[src/design/clc_pkg.sv]
// shared types, constants and helper functions of the segment clipper
`default_nettype none

package clc_pkg;

    localparam int COORD_BITS  = 16;
    localparam int DIV_STAGES  = 4;
    localparam int DIV_STEP    = COORD_BITS / DIV_STAGES;
    localparam int LANES       = 4;
    localparam int ADDR_BITS   = 4;
    localparam int DATA_BITS   = 32;
    localparam int IN_BITS     = 4 * COORD_BITS;
    localparam int OUT_BITS    = ((4 * COORD_BITS + 1 + 7) / 8) * 8;

    // register indexes on the configuration port
    localparam logic [1:0] REG_LEFT   = 2'd0;
    localparam logic [1:0] REG_TOP    = 2'd1;
    localparam logic [1:0] REG_RIGHT  = 2'd2;
    localparam logic [1:0] REG_BOTTOM = 2'd3;

    // lanes of the divider
    localparam int LANE_SX = 0;
    localparam int LANE_SY = 1;
    localparam int LANE_EX = 2;
    localparam int LANE_EY = 3;

    typedef logic signed [COORD_BITS-1:0] coord_t;
    typedef logic signed [COORD_BITS+1:0] wide_t;
    typedef logic [COORD_BITS-1:0]        mag_t;
    typedef logic [2*COORD_BITS-1:0]      prod_t;

    typedef struct packed {
        coord_t left;
        coord_t top;
        coord_t right;
        coord_t bottom;
    } win_t;

    // first endpoint and direction, carried down the whole pipeline
    typedef struct packed {
        coord_t x1;
        coord_t y1;
        logic   sx;
        logic   sy;
        mag_t   mx;
        mag_t   my;
    } geo_t;

    // per axis: rejection, entering and leaving fractions
    typedef struct packed {
        logic rej;
        mag_t en_n;
        mag_t en_d;
        mag_t lv_n;
        mag_t lv_d;
    } axis_t;

    typedef struct packed {
        geo_t  g;
        axis_t ax;
        axis_t ay;
    } edge_t;

    typedef struct packed {
        mag_t rem;
        mag_t quo;
    } div_lane_t;

    typedef struct packed {
        geo_t                        g;
        logic                        vis;
        mag_t                        en_d;
        mag_t                        lv_d;
        div_lane_t [LANES-1:0]       ln;
    } div_t;

    // lower and upper edge of one axis, constraints -d*t <= qlo and d*t <= qhi
    function automatic axis_t axis_edges(input wide_t d, input wide_t qlo, input wide_t qhi);
        axis_t a;
        wide_t nlo;
        wide_t nhi;
        wide_t nd;
        a.rej  = 1'b0;
        a.en_n = '0;
        a.en_d = mag_t'(1);
        a.lv_n = mag_t'(1);
        a.lv_d = mag_t'(1);
        nlo = -qlo;
        nhi = -qhi;
        nd  = -d;
        if (d == '0) begin
            a.rej = (qlo < 0) || (qhi < 0);
        end else if (d > 0) begin
            if (qlo < 0) begin
                if (nlo > d) begin
                    a.rej = 1'b1;
                end else begin
                    a.en_n = nlo[COORD_BITS-1:0];
                    a.en_d = d[COORD_BITS-1:0];
                end
            end
            if (qhi < 0) begin
                a.rej = 1'b1;
            end else if (qhi < d) begin
                a.lv_n = qhi[COORD_BITS-1:0];
                a.lv_d = d[COORD_BITS-1:0];
            end
        end else begin
            if (qlo < 0) begin
                a.rej = 1'b1;
            end else if (qlo < nd) begin
                a.lv_n = qlo[COORD_BITS-1:0];
                a.lv_d = nd[COORD_BITS-1:0];
            end
            if (qhi < 0) begin
                if (nhi > nd) begin
                    a.rej = 1'b1;
                end else begin
                    a.en_n = nhi[COORD_BITS-1:0];
                    a.en_d = nd[COORD_BITS-1:0];
                end
            end
        end
        return a;
    endfunction

    // four restoring division steps, quotient bits shift in from the bottom
    function automatic div_lane_t div_step(input div_lane_t l, input mag_t den);
        div_lane_t       r;
        logic [COORD_BITS:0] t;
        r = l;
        for (int i = 0; i < DIV_STEP; i++) begin
            t = {r.rem, r.quo[COORD_BITS-1]};
            if (t >= {1'b0, den}) begin
                t     = t - {1'b0, den};
                r.quo = {r.quo[COORD_BITS-2:0], 1'b1};
            end else begin
                r.quo = {r.quo[COORD_BITS-2:0], 1'b0};
            end
            r.rem = t[COORD_BITS-1:0];
        end
        return r;
    endfunction

endpackage

`default_nettype wire

[src/design/clc_div.sv]
// four-lane pipelined restoring divider, four quotient bits per stage
`default_nettype none

module clc_div (
    input  wire logic          aclk,
    input  wire logic          aresetn,
    input  wire logic          in_valid,
    output logic               in_ready,
    input  wire clc_pkg::div_t in_data,
    output logic               out_valid,
    input  wire logic          out_ready,
    output clc_pkg::div_t      out_data
);
    import clc_pkg::*;

    logic [DIV_STAGES-1:0] v_reg;
    logic [DIV_STAGES:0]   rdy;
    logic [DIV_STAGES-1:0] src_v;
    div_t st_reg [DIV_STAGES];
    div_t src    [DIV_STAGES];
    div_t st_next[DIV_STAGES];

    assign in_ready  = rdy[0];
    assign out_valid = v_reg[DIV_STAGES-1];
    assign out_data  = st_reg[DIV_STAGES-1];

    always_comb begin
        rdy[DIV_STAGES] = out_ready;
        for (int s = DIV_STAGES - 1; s >= 0; s--) begin
            rdy[s] = !v_reg[s] || rdy[s+1];
        end
        src[0]   = in_data;
        src_v[0] = in_valid;
        for (int s = 1; s < DIV_STAGES; s++) begin
            src[s]   = st_reg[s-1];
            src_v[s] = v_reg[s-1];
        end
        for (int s = 0; s < DIV_STAGES; s++) begin
            st_next[s] = src[s];
            st_next[s].ln[LANE_SX] = div_step(src[s].ln[LANE_SX], src[s].en_d);
            st_next[s].ln[LANE_SY] = div_step(src[s].ln[LANE_SY], src[s].en_d);
            st_next[s].ln[LANE_EX] = div_step(src[s].ln[LANE_EX], src[s].lv_d);
            st_next[s].ln[LANE_EY] = div_step(src[s].ln[LANE_EY], src[s].lv_d);
        end
    end

    always_ff @(posedge aclk) begin
        if (!aresetn) begin
            v_reg <= '0;
        end else begin
            for (int s = 0; s < DIV_STAGES; s++) begin
                if (rdy[s]) v_reg[s] <= src_v[s];
            end
        end
    end

    always_ff @(posedge aclk) begin
        for (int s = 0; s < DIV_STAGES; s++) begin
            if (rdy[s]) st_reg[s] <= st_next[s];
        end
    end

endmodule

`default_nettype wire

[config.mk]
export PLATFORM = sky130hd
export DESIGN_NAME = clc_div
export DESIGN_NICKNAME = d
export VERILOG_FILES = /design/src/design/clc_pkg.sv /design/src/design/clc_div.sv
export SDC_FILE = /design/constraint.sdc
export NUM_CORES = 2
export LEC_CHECK = 0
export BUFFER_PORTS_ARGS = -buffer_cell sky130_fd_sc_hd__buf_2
export CORE_UTILIZATION = 55
export CTS_BUF_LIST = sky130_fd_sc_hd__clkbuf_8
export DETAILED_ROUTE_END_ITERATION = 8
export PLACE_DENSITY = 0.76
export SYNTH_ARGS = -nofsm -noshare
export SYNTH_HDL_FRONTEND = slang
export SYNTH_SLANG_ARGS = --single-unit
[constraint.sdc]
create_clock -name aclk -period 10.86 [get_ports aclk]
set_input_delay 0 -clock aclk [delete_from_list [all_inputs] [get_ports aclk]]
set_output_delay 0 -clock aclk [all_outputs]
set_load 0.02 [all_outputs]
## After elaboration in Yosys (flattened, before gate mapping)

Memories as Yosys holds them, arrays and structs flattened.
Cells that the tools add are included.

- Word-level logic and storage cells: 277
- Output and inout bits: 229
- Memory bits (writable): 908
- Bits of input ports: 231
- Register bits: 4
- Memories: 1

- Order comparisons: 64
- Add/subtract/negate cells: 64
- Muxes and demuxes: 136
- Reduce and logical (&&, ||, !) cells: 8

Memories:

| name | depth | bits a word | rd ports | clocked after memory_dff | write ports | line | text |
|---|---|---|---|---|---|---|---|
| st_reg | 4 | 227 | 4 | 0 | 4 | clc_div.sv:19 | `div_t st_reg [DIV_STAGES];` |

Operators by type and width:

| cell | count |
|---|---|
| $ge 17x16->1 | 64 |
| $mux 16 | 64 |
| $sub 16x16->16 | 64 |
| $mux 1 | 72 |
| $logic_not 1->1 | 4 |
| $logic_or 1x1->1 | 4 |

## Longest topological paths before layout

- Depth in word-level cells: 8
- Depth in mapped cells: 53
- Depth with buffers taken out: 49

## Worst setup path before layout

No wires, ideal clock.

- Kind: register -> register
- Start: memory st_reg[1][129] in the netlist's numbering
- End: memory st_reg[2][87] in the netlist's numbering (data pin)
- Setup slack: -0.541 ns
- Setup time: 0.260 ns
- Period minus slack after synthesis: 11.401 ns
- Path buffers: 8
- Data required time: 10.600 ns
- Stages on the path, launching flop included: 53
- Data arrival time: 11.141 ns
- Cells stage by stage: edfxtp_1 -> inv_1 -> ha_1 -> nand2b_1 -> a21oi_1 -> o311ai_0 -> a31o_2 -> o31a_1 -> clkbuf_1 -> clkbuf_1 -> nor2_1 -> a21oi_1 -> inv_1 -> ha_1 -> nor2b_1 -> o2111ai_1 -> a31oi_1 -> nand4_1 -> (+17 left out) -> clkbuf_1 -> clkbuf_1 -> nand2_1 -> o21ai_0 -> ha_1 -> nor2b_1 -> o21ai_0 -> a21boi_0 -> o41ai_1 -> o21ai_0 -> o41ai_1 -> o31a_1 -> o21ai_0 -> a21oi_1 -> o211a_1 -> clkbuf_1 -> buf_2 -> mux2_2

RTL lines:

| element | line |
|---|---|
| start: declaration | clc_div.sv:19 |

==> run metrics <==
run status complete, no violations; Port Buffer Count 459; Final Skew 0.07200 ns; via count 74.73k; crit path time final 10.46 ns; Storage cell area 0.02735 mm2; crit end category flop; GR Util All Layers 0.3330; FILL cells 12.46k; area of the multi-input gates 0.05510 mm2; DR DRC count 0; Setup violations, final 0; placed cells 11.62k; largest net degree at the start of global routing 148; Nets 11.46k; Clock Latency Late Sink 0.94 ns; Placement Rows 143; Mapped Nets 10.21k; Slowest cell on crit path edfxtp_1; design area 0.09925 mm2; die footprint 0.1553 mm2; vias per cell 6.075; type of the worst min-delay path in2reg; Die Y 394.1 um; Area after DPL 0.09190 mm2; Crit path required time 11.46 ns; Main synth FF type edfxtp_1; Avg WL per Cell 21.73 um; Post-synth EDFFs 908; H-tree depth 4; Place WS -0.3028 ns; vias in the first global route 72.57k; Post-synth ARST share 0; GR Overflow Total 0; clock root buffer clkbuf_8; share of layout cells above drive strength 1 0.1755; HPWL after DPL 207,000 um; Max-slew headroom 0.3015; Synth warnings 0; Slew Viols, Final 0; CTS buffer count 156; initial core utilization 0.5555; final wirelength 267,300 um; Synth Instances 8,890; DRT antenna net count 0; DR pass1 iterations 8; Max Cap Violations 0; CTS tree done; initial antenna violation count 11; share of the synthesized area in the top cell type 0.3224; period utilization 0.9628; Critical Path Max Stage Delay 0.59 ns; synth unique cells 111; DR iter-0 viols 5,365; final hold viol count 0; Clock Sinks 912; IO Count 460; Synth-to-Final Area Change 17.35%; routability congestion estimate 0.9978; Max Clk Rate 0.09564 GHz; worst slew pin tran 1.048 ns; Area contributors post-synth edfxtp_1, ha_1, mux2_2; maximum net fanout on the critical path 6; Worst Path Arrival 11.06 ns; post-route setup slack 0.4043 ns; syn avg cell area 9.513 um2; post-synthesis cell area 0.08457 mm2; cell taking the most area after synthesis edfxtp_1; clock slew at reported path FFs 0.06 ns; core box area 0.1523 mm2; Clock Tree Buf Depth 3; first-pass GRT wire length 407,100 um; Synth Register Bits 912; max reg flops 908; width of the die 394.1 um; Most common cell on crit path a21oi_1; Final Non-Filler Cells 12.30k; sequential element share of the synthesized area 0.3233; CP Class reg2reg; Worst setup SP type flop
-- cell usage in the layout (no fill, tap or decap), types with 29 or more instances in the layout --
cell           synthesis  routed
dlygate4sd3_1          0     338
or2_2                 67      67
inv_1                535     560
o21ai_0              582     559
and2_1                33      30
clkinv_1               3      30
o31a_1                57      56
fa_1                  64      64
buf_4                  1     426
nand3_1              184     183
a31oi_1               72      69
nand2b_1             104     104
mux2i_1              102      99
a21boi_0              33      33
ha_1                1024    1018
a21oi_1              739     722
o211ai_1              48      48
buf_2                 29     459
and3_1                67      67
o31ai_1               58      50
mux2_2               424     424
clkbuf_8               0     158
nor2b_1              145     145
o21a_1               167     167
nor2_1               583     580
or3_1                 46      46
a211o_1               29      29
xor2_1               265     265
nor4_1                50      48
nor3_1               169     168
edfxtp_1             908     908
nand4_1              137     137
xnor2_1              475     475
o21bai_1              84      84
nand2_1              665     658
a211oi_1              49      44
a21o_1               297     297
-- path summary, 6_finish.rpt --
check / from / cells after the start / endpoint / slack (ns)
setup / recovery: st_reg[1][136] / 43 / st_reg[2][94] / 0.40
hold / removal: in_data[61] / 5 / st_reg[0][33] / 0.08
setup reg to reg: st_reg[1][136] / 43 / st_reg[2][94] / 0.40
hold reg to reg: st_reg[2][11] / 0 / st_reg[3][15] / 0.40
-- cell usage after synthesis, types with 48 or more instances --
cell	count
edfxtp_1	908
nand2_1	665
mux2_2	424
clkbuf_1	87
ha_1	1024
nor4_1	50
a211oi_1	49
xor2_1	265
nor3_1	169
or2_2	67
nor2b_1	145
nor2_1	583
o211ai_1	48
o31a_1	57
nand2b_1	104
xnor2_1	475
nand3_1	184
o31ai_1	58
a21o_1	297
a21oi_1	739
fa_1	64
and3_1	67
o21a_1	167
nand4_1	137
o21bai_1	84
o21ai_0	582
a31oi_1	72
inv_1	535
mux2i_1	102
-- per-layer routing --
| metal | vias up | track usage | routed length [um] |
|---|---|---|---|
| met5 | - | 0 | 47 |
| li1 | 35980 | - | - |
| met3 | 557 | 0.04444 | 16280 |
| met2 | 2557 | 0.5581 | 125800 |
| met1 | 35630 | 0.4229 | 111800 |
| met4 | 8 | 0.1604 | 13330 |
-- worst max-delay path, delay by kind of cell (launching register included) --
kind | cells | cell delay (ns)
AO/OA/AOI/OAI | 24 | 5.44
XOR/XNOR | 1 | 0.08
adder cells (fa/ha/maj) | 4 | 1.50
buffers and inverters | 6 | 1.06
flip-flops | 1 | 0.59
multiplexers | 2 | 0.67
AND/OR/NAND/NOR | 6 | 0.82
-- cells by family after synthesis --
| logic type | after synthesis | synth area share |
|---|---|---|
| muxes | 548 | 0.07188 |
| AOI/OAI and AO/OA | 2573 | 0.1973 |
| DFF | 912 | 0.3233 |
| adders and majority gates | 1088 | 0.1666 |
| and+or+nand+nor | 2332 | 0.1322 |
| xor gates and xnor gates | 740 | 0.07663 |
| buffers and inverters | 697 | 0.03200 |
-- repair_timing --
item,CTS,global route
setup endpoints to repair,45,266
resized for setup,5,137
hold buffers,338,0
pin swaps,0,12
hold endpoints to repair,198,0
setup buffers,2,54
-- through the flow --
stage / hold WS [ns] / setup TNS [ns] / utilization
floorplan: 0.09887 / 0 / -
global placement: 0.1761 / -4.115 / 0.6036
detailed placement: 0.1785 / -7.864 / 0.6036
CTS: 0.001645 / 0 / 0.6456
global route: 0.07301 / -0.5253 / 0.6517
finish: 0.08325 / 0 / 0.6518
-- area by class of cell --
class	instances	area share
diodes	10	0.0002521
clock buffers	158	0.02191
clock inverters	117	0.007955
inverters	555	0.02157
multi-input cells	7281	0.5552
flip-flops and latches	912	0.2755
well taps	2030	0.02559
repair buffers	1237	0.09202
Power is left out: the tool's default activity adds up to more than one toggle a clock period on the data nets, which glitch-free logic cannot reach.
