$ cat config.mk
export PLATFORM = sky130hd
export DESIGN_NAME = clc_edge
export DESIGN_NICKNAME = d
export VERILOG_FILES = /design/src/design/clc_pkg.sv /design/src/design/clc_edge.sv
export SDC_FILE = /design/constraint.sdc
export NUM_CORES = 1
export LEC_CHECK = 0
export BUFFER_PORTS_ARGS = -buffer_cell sky130_fd_sc_hd__buf_2
export CELL_PAD_IN_SITES_DETAIL_PLACEMENT = 1
export CELL_PAD_IN_SITES_GLOBAL_PLACEMENT = 2
export CORE_ASPECT_RATIO = 1.5
export CORE_MARGIN = 5
export CORE_UTILIZATION = 35
export CTS_CLUSTER_DIAMETER = 80
export CTS_CLUSTER_SIZE = 20
export DETAILED_ROUTE_END_ITERATION = 12
export HOLD_SLACK_MARGIN = 0.08
export PLACE_DENSITY = 0.91
export SETUP_SLACK_MARGIN = 0.15
export SYNTH_ARGS = -nofsm -noshare
export SYNTH_HDL_FRONTEND = slang
export SYNTH_SLANG_ARGS = --single-unit
export TNS_END_PERCENT = 100
$ cat constraint.sdc
create_clock -name aclk -period 10.7 [get_ports aclk]
set_input_delay 2.14 -clock aclk [delete_from_list [all_inputs] [get_ports aclk]]
set_output_delay 2.14 -clock aclk [all_outputs]
set_load 0.005 [all_outputs]
$ cat src/design/clc_pkg.sv
// shared types, constants and helper functions of the segment clipper
`default_nettype none

package clc_pkg;

    localparam int COORD_BITS  = 16;
    localparam int DIV_STAGES  = 4;
    localparam int DIV_STEP    = COORD_BITS / DIV_STAGES;
    localparam int LANES       = 4;
    localparam int ADDR_BITS   = 4;
    localparam int DATA_BITS   = 32;
    localparam int IN_BITS     = 4 * COORD_BITS;
    localparam int OUT_BITS    = ((4 * COORD_BITS + 1 + 7) / 8) * 8;

    // register indexes on the configuration port
    localparam logic [1:0] REG_LEFT   = 2'd0;
    localparam logic [1:0] REG_TOP    = 2'd1;
    localparam logic [1:0] REG_RIGHT  = 2'd2;
    localparam logic [1:0] REG_BOTTOM = 2'd3;

    // lanes of the divider
    localparam int LANE_SX = 0;
    localparam int LANE_SY = 1;
    localparam int LANE_EX = 2;
    localparam int LANE_EY = 3;

    typedef logic signed [COORD_BITS-1:0] coord_t;
    typedef logic signed [COORD_BITS+1:0] wide_t;
    typedef logic [COORD_BITS-1:0]        mag_t;
    typedef logic [2*COORD_BITS-1:0]      prod_t;

    typedef struct packed {
        coord_t left;
        coord_t top;
        coord_t right;
        coord_t bottom;
    } win_t;

    // first endpoint and direction, carried down the whole pipeline
    typedef struct packed {
        coord_t x1;
        coord_t y1;
        logic   sx;
        logic   sy;
        mag_t   mx;
        mag_t   my;
    } geo_t;

    // per axis: rejection, entering and leaving fractions
    typedef struct packed {
        logic rej;
        mag_t en_n;
        mag_t en_d;
        mag_t lv_n;
        mag_t lv_d;
    } axis_t;

    typedef struct packed {
        geo_t  g;
        axis_t ax;
        axis_t ay;
    } edge_t;

    typedef struct packed {
        mag_t rem;
        mag_t quo;
    } div_lane_t;

    typedef struct packed {
        geo_t                        g;
        logic                        vis;
        mag_t                        en_d;
        mag_t                        lv_d;
        div_lane_t [LANES-1:0]       ln;
    } div_t;

    // lower and upper edge of one axis, constraints -d*t <= qlo and d*t <= qhi
    function automatic axis_t axis_edges(input wide_t d, input wide_t qlo, input wide_t qhi);
        axis_t a;
        wide_t nlo;
        wide_t nhi;
        wide_t nd;
        a.rej  = 1'b0;
        a.en_n = '0;
        a.en_d = mag_t'(1);
        a.lv_n = mag_t'(1);
        a.lv_d = mag_t'(1);
        nlo = -qlo;
        nhi = -qhi;
        nd  = -d;
        if (d == '0) begin
            a.rej = (qlo < 0) || (qhi < 0);
        end else if (d > 0) begin
            if (qlo < 0) begin
                if (nlo > d) begin
                    a.rej = 1'b1;
                end else begin
                    a.en_n = nlo[COORD_BITS-1:0];
                    a.en_d = d[COORD_BITS-1:0];
                end
            end
            if (qhi < 0) begin
                a.rej = 1'b1;
            end else if (qhi < d) begin
                a.lv_n = qhi[COORD_BITS-1:0];
                a.lv_d = d[COORD_BITS-1:0];
            end
        end else begin
            if (qlo < 0) begin
                a.rej = 1'b1;
            end else if (qlo < nd) begin
                a.lv_n = qlo[COORD_BITS-1:0];
                a.lv_d = nd[COORD_BITS-1:0];
            end
            if (qhi < 0) begin
                if (nhi > nd) begin
                    a.rej = 1'b1;
                end else begin
                    a.en_n = nhi[COORD_BITS-1:0];
                    a.en_d = nd[COORD_BITS-1:0];
                end
            end
        end
        return a;
    endfunction

    // four restoring division steps, quotient bits shift in from the bottom
    function automatic div_lane_t div_step(input div_lane_t l, input mag_t den);
        div_lane_t       r;
        logic [COORD_BITS:0] t;
        r = l;
        for (int i = 0; i < DIV_STEP; i++) begin
            t = {r.rem, r.quo[COORD_BITS-1]};
            if (t >= {1'b0, den}) begin
                t     = t - {1'b0, den};
                r.quo = {r.quo[COORD_BITS-2:0], 1'b1};
            end else begin
                r.quo = {r.quo[COORD_BITS-2:0], 1'b0};
            end
            r.rem = t[COORD_BITS-1:0];
        end
        return r;
    endfunction

endpackage

`default_nettype wire

$ cat src/design/clc_edge.sv
// first stage: direction, edge distances and per-edge fractions
`default_nettype none

module clc_edge (
    input  wire logic           aclk,
    input  wire logic           aresetn,
    input  wire logic           in_valid,
    output logic                in_ready,
    input  wire clc_pkg::coord_t start_x,
    input  wire clc_pkg::coord_t start_y,
    input  wire clc_pkg::coord_t end_x,
    input  wire clc_pkg::coord_t end_y,
    input  wire clc_pkg::win_t  win,
    output logic                out_valid,
    input  wire logic           out_ready,
    output clc_pkg::edge_t      out_data
);
    import clc_pkg::*;

    logic  valid_reg;
    edge_t data_reg;
    edge_t data_next;
    wide_t dx;
    wide_t dy;

    assign in_ready  = !valid_reg || out_ready;
    assign out_valid = valid_reg;
    assign out_data  = data_reg;

    always_comb begin
        dx = wide_t'(end_x) - wide_t'(start_x);
        dy = wide_t'(end_y) - wide_t'(start_y);
        data_next.g.x1 = start_x;
        data_next.g.y1 = start_y;
        data_next.g.sx = dx[COORD_BITS+1];
        data_next.g.sy = dy[COORD_BITS+1];
        data_next.g.mx = dx[COORD_BITS+1] ? mag_t'(-dx) : mag_t'(dx);
        data_next.g.my = dy[COORD_BITS+1] ? mag_t'(-dy) : mag_t'(dy);
        data_next.ax = axis_edges(dx, wide_t'(start_x) - wide_t'(win.left),
                                  wide_t'(win.right) - wide_t'(start_x));
        data_next.ay = axis_edges(dy, wide_t'(start_y) - wide_t'(win.top),
                                  wide_t'(win.bottom) - wide_t'(start_y));
    end

    always_ff @(posedge aclk) begin
        if (!aresetn) begin
            valid_reg <= 1'b0;
        end else if (in_ready) begin
            valid_reg <= in_valid;
        end
    end

    always_ff @(posedge aclk) begin
        if (in_ready) begin
            data_reg <= data_next;
        end
    end

endmodule

`default_nettype wire

==> Word-level counts from Yosys, hierarchy flattened <==
Index checks and enable logic that the tools add are counted.
{ "word_totals": {"memories": 0, "latchBits": 0, "regBits": 197, "input_bits": 132, "romBits": 0, "word_cells": 79, "ram_bits": 0} }
{ "op_classes": {"bitwise_logic": 0, "shifts": 0, "n_div": 0, "reduce_logical": 6, "n_mux": 30, "magnitude_cmp": 14, "n_mul": 0, "eq_ne": 0, "n_addsub": 12} }
{ "ops": {"columns": ["op", "n"], "rows": [
  ["32-bit two-way mux", 12],
  ["33-bit two-way mux", 4],
  ["65-bit two-way mux", 2],
  ["17-bit negator with 18-bit output", 6],
  ["16-bit by 16-bit subtractor with 17-bit output", 6],
  ["17-bit by 1-bit less-than comparator with 1-bit output (second input constant)", 4],
  ["18-bit by 17-bit > comparator with 1-bit output", 2],
  ["18-bit > comparator", 2],
  ["18-bit zero test", 2],
  ["17-bit by 18-bit less-than comparator with 1-bit output", 2],
  ["17-bit by 1-bit > comparator with 1-bit output (second input constant)", 2],
  ["17-bit less-than comparator", 2],
  ["16-bit two-way mux", 2],
  ["1-bit two-way mux", 10],
  ["1-bit logical OR", 3],
  ["1-bit zero test", 1]
]} }

==> Logic depth before layout (Yosys ltp) <==
{ "logic_depth": {"depth_word": 8, "ltp_mapped": 28, "ltp_nobuf": 26} }

==> Worst setup path before layout <==
OpenSTA, ideal clock, no wires.
{ "synth_timing": {"path_kind": "in2out", "start": "input out_ready", "end": "output in_ready", "setup_slack_ps": 1669, "arrival_time_ps": 6891, "required_ps": 8560, "cell_stages": 1, "path_buffers": 0, "path_cell_list": "nand2b_1"} }
{ "synth_via": {"elab_chain_cells": 1} }
{ "synth_rtl": {"columns": ["element", "line", "rtl"], "rows": [
  ["start, declared", "clc_edge.sv:15", "input wire logic out_ready,"],
  ["1-bit logical OR", "clc_edge.sv:26", "assign in_ready = !valid_reg || out_ready;"],
  ["end, declared", "clc_edge.sv:8", "output logic in_ready,"]
]} }
Every way passes these cells.

==> Worst setup path after layout <==
{ "layout_timing": {"start": "input start_y[0]", "end": "register data_reg (netlist bit out_data[13]), data pin"} }
{ "layout_via": {"elab_chain_cells": 6} }
{ "layout_rtl": {"columns": ["element", "line", "rtl"], "rows": [
  ["start, declared", "clc_edge.sv:10", "input wire clc_pkg::coord_t start_y,"],
  ["16-bit by 16-bit subtractor with 17-bit output", "clc_edge.sv:32", "dy = wide_t'(end_y) - wide_t'(start_y);"],
  ["17-bit negator with 18-bit output", "clc_pkg.sv:90", "nd = -d;"],
  ["17-bit by 18-bit less-than comparator with 1-bit output", "clc_pkg.sv:111", "end else if (qlo < nd) begin"],
  ["32-bit two-way mux", "clc_pkg.sv:111", null],
  ["32-bit two-way mux", "clc_pkg.sv:109", "if (qlo < 0) begin"],
  ["65-bit two-way mux", "clc_pkg.sv:93", "end else if (d > 0) begin"],
  ["end signal, assigned", "clc_edge.sv:55", "data_reg <= data_next;"],
  ["end, declared", "clc_edge.sv:21", "edge_t data_reg;"]
]} }
Several ways; a longest one is shown, not always the timed one.
A chain may end at the register's enable or synchronous reset.

==> results.json <==
{
  "fin_cells": 3024,
  "core_area_mm2": 0.0526,
  "gp_congestion": 0.926,
  "nets": 2694,
  "p_leak_nw": 9.75,
  "end_kind": "flop",
  "power_density_mw_per_mm2": 166,
  "wire_per_inst_um": 25.4,
  "max_slew.worst_pin.slew_ps": 1120,
  "syn_area_mm2": 0.0186,
  "synth.net_count": 2378,
  "first_global_vias": 18707,
  "synth_mux_area_share_pct": 0.889,
  "critPathRequiredTime_ps": 10890,
  "ys_seq_elements": 197,
  "die_area_mm2": 0.0579,
  "vias_per_cell": 5.72,
  "hpwl_um": 64300,
  "cts_tree": "built",
  "setup_viol": 0,
  "placed_cells": 2992,
  "final_area_mm2": 0.0216,
  "synthFlopType": "edfxtp_1",
  "synth_compound_area_share_pct": 22.5,
  "grt_pass1_wl_um": 113000,
  "synth_top_family_by_area": "compound AO/OA/AOI/OAI gates",
  "areaGrowthSynthToFinish_pct": 16.5,
  "placedInstanceArea_mm2": 0.0210,
  "yosys_warnings": 0,
  "hold_path.class": "flop to flop",
  "cp-start-kind": "input pin",
  "fmax_ghz": 0.114,
  "cap_viol_max_count": 0,
  "dr.first_iter.drc_count": 706,
  "grt_overflow": 0,
  "routed-via-count": 17311,
  "slowest_stage": "xor2_1",
  "clkTransAtPathRegs_ps": 80,
  "ys_seq_area_share_pct": 31.8,
  "initial_core_util_pct": 35.3,
  "path_cells": "buf_2 > ha_1 > fa_1 > xor2_1 > nand2_1 > or4_1 > nand2_1 > nand2_1 > nor2_1 > nand2_1 > nor3_1 > nand3_1 > or3_1 > ha_1 > ha_1 > a31oi_1 > nand3_1 > nor3_1 > nor4_1 > o211ai_4 > o21ai_0 > o2bb2ai_1",
  "fin_ws_ps": 1930,
  "arrival_ps": 8960,
  "track_usage_pct": 25.7,
  "layout_commonest_cell": "buf_2",
  "syn_inst": 2013,
  "cts_setup_buffers": 0,
  "htreeDepth": 4,
  "grt_max_degree": 57,
  "hold_ws_ps": 787,
  "post_cts_resized": 0,
  "synth_adder_area_share_pct": 16.1,
  "run_status": "completed",
  "io_buffers": 329,
  "max_slew_margin_pct": 25.3,
  "critPathBufInv": 1,
  "synth_cell_types": 99,
  "fp-row-count": 103,
  "first_pass_iters": 5,
  "cp_slowest_stage_delay_ps": 880,
  "antenna_found_initial": 2,
  "layout_common_cells": "buf_2 (329), ha_1 (227), edfxtp_1 (196)",
  "critical_path.max_fanout": 32,
  "ant_nets": 0,
  "peakVddDrop_mv": 0.131,
  "diodes": 0,
  "maxSlewViolCount": 0,
  "drive_gt1_share_pct": 18.6,
  "finalCritPeriodShare_pct": 82.0,
  "yosys.area_share.xor_xnor_pct": 7.90,
  "pre_cts_slack_ps": 1470,
  "cts.hold.buffers_added": 0,
  "path_delay_family": "simple AND/OR/NAND/NOR gates",
  "async_flop_share_pct": 0,
  "clock-root-buffer": "clkbuf_16",
  "synth-edff-count": 196,
  "rsz0062_at_grt": "no",
  "cts_inserted_buffers": 17,
  "clockBufferDepth": 2,
  "drc": 0,
  "crit_type": "input pin to flop",
  "skew_ps": 12.8,
  "wirelength_um": 76800,
  "cts.sinks": 197,
  "die_h_um": 292,
  "synthSimpleGateAreaFrac_pct": 16.0,
  "ios": 330,
  "die_w_um": 198,
  "crit_top_cell": "nand2_1",
  "fin_tns_setup_ps": 0,
  "clk_latency_ps": 500,
  "syn_avg_cell_area_um2": 9.23,
  "fin_crit_ps": 8770,
  "final_hold_viol_count": 0
}
==> area by class of cell <==
| class | count | area (µm²) |
|---|---|---|
| fill | 6224 | 30900 |
| clock buffer | 18 | 429 |
| multi-input combinational | 1596 | 11800 |
| sequential | 197 | 5910 |
| tap | 682 | 853 |
| clock inverter | 14 | 200 |
| inverter | 167 | 627 |
| timing repair buffer | 350 | 1800 |
==> worst paths after layout <==
| path | start | endpoint | slack (ps) | depth (start not counted) |
|---|---|---|---|---|
| worst min register to register | out_valid | out_data[179] | 790 | 1 |
| worst max-delay path | start_y[0] | out_data[13] | 1930 | 22 |
| worst max register to register | out_valid | out_data[181] | 8370 | 3 |
| worst min-delay path | out_valid | out_data[179] | 790 | 1 |
==> kinds of logic (layout without fill, tap and decap cells) <==
logic type,after synthesis,after routing
xor gates and xnor gates,160,160
muxes,16,16
DFF,197,197
buffers and inverters,220,549
AOI/OAI and AO/OA,602,602
and+or+nand+nor,582,582
adders and majority gates,236,236
==> worst reg2reg max path: stages (launching register included) <==
cell	delay (ps)
dfxtp_1	340
nand2b_4	260
buf_4	660
buf_4	690
==> cells in the mapped netlist (19+ instances only) <==
cell / count / area share (%)
a211oi_1: 19 / 0.77
a21o_1: 77 / 3.1
a21oi_1: 99 / 2.7
a32o_1: 27 / 1.5
clkbuf_1: 33 / 0.67
edfxtp_1: 196 / 32
ha_1: 227 / 15
inv_1: 162 / 3.3
nand2_1: 111 / 2.2
nand2b_1: 27 / 0.91
nand3_1: 51 / 1.4
nand4_1: 22 / 0.74
nor2_1: 147 / 3.0
nor2b_1: 41 / 1.4
nor3_1: 42 / 1.1
o21a_1: 38 / 1.5
o21ai_0: 120 / 3.2
o21ai_1: 25 / 0.67
o22ai_1: 22 / 0.74
or3_1: 28 / 0.94
xnor2_1: 117 / 5.5
xor2_1: 36 / 1.7
==> flip-flops by register name (all words and copies together) (netlist names) <==
register / flops
out_valid: 1
out_data: 196
==> stage by stage <==
step / utilization, % / power, mW
floorplan: - / 2.15
finish: 41.2 / 3.58
global placement: 40.0 / 2.82
global route: 41.2 / 3.79
CTS: 41.2 / 3.61
detailed placement: 40.0 / 2.86
==> power breakdown <==
group / switching (mW) / internal [mW]
Sequential: 0.0629 / 1.04
Combinational: 1.08 / 0.664
Clock: 0.340 / 0.395
Total: 1.48 / 2.10
==> metal layers <==
layer	vias to the layer above	share of wire [%]	global-route usage, %
li1	8162	-	-
met1	8528	36	25.8
met2	482	55	51.0
met3	137	3.8	2.70
met4	2	5.5	13.3
met5	-	0.022	0
Power figures use the tool's default switching activity.
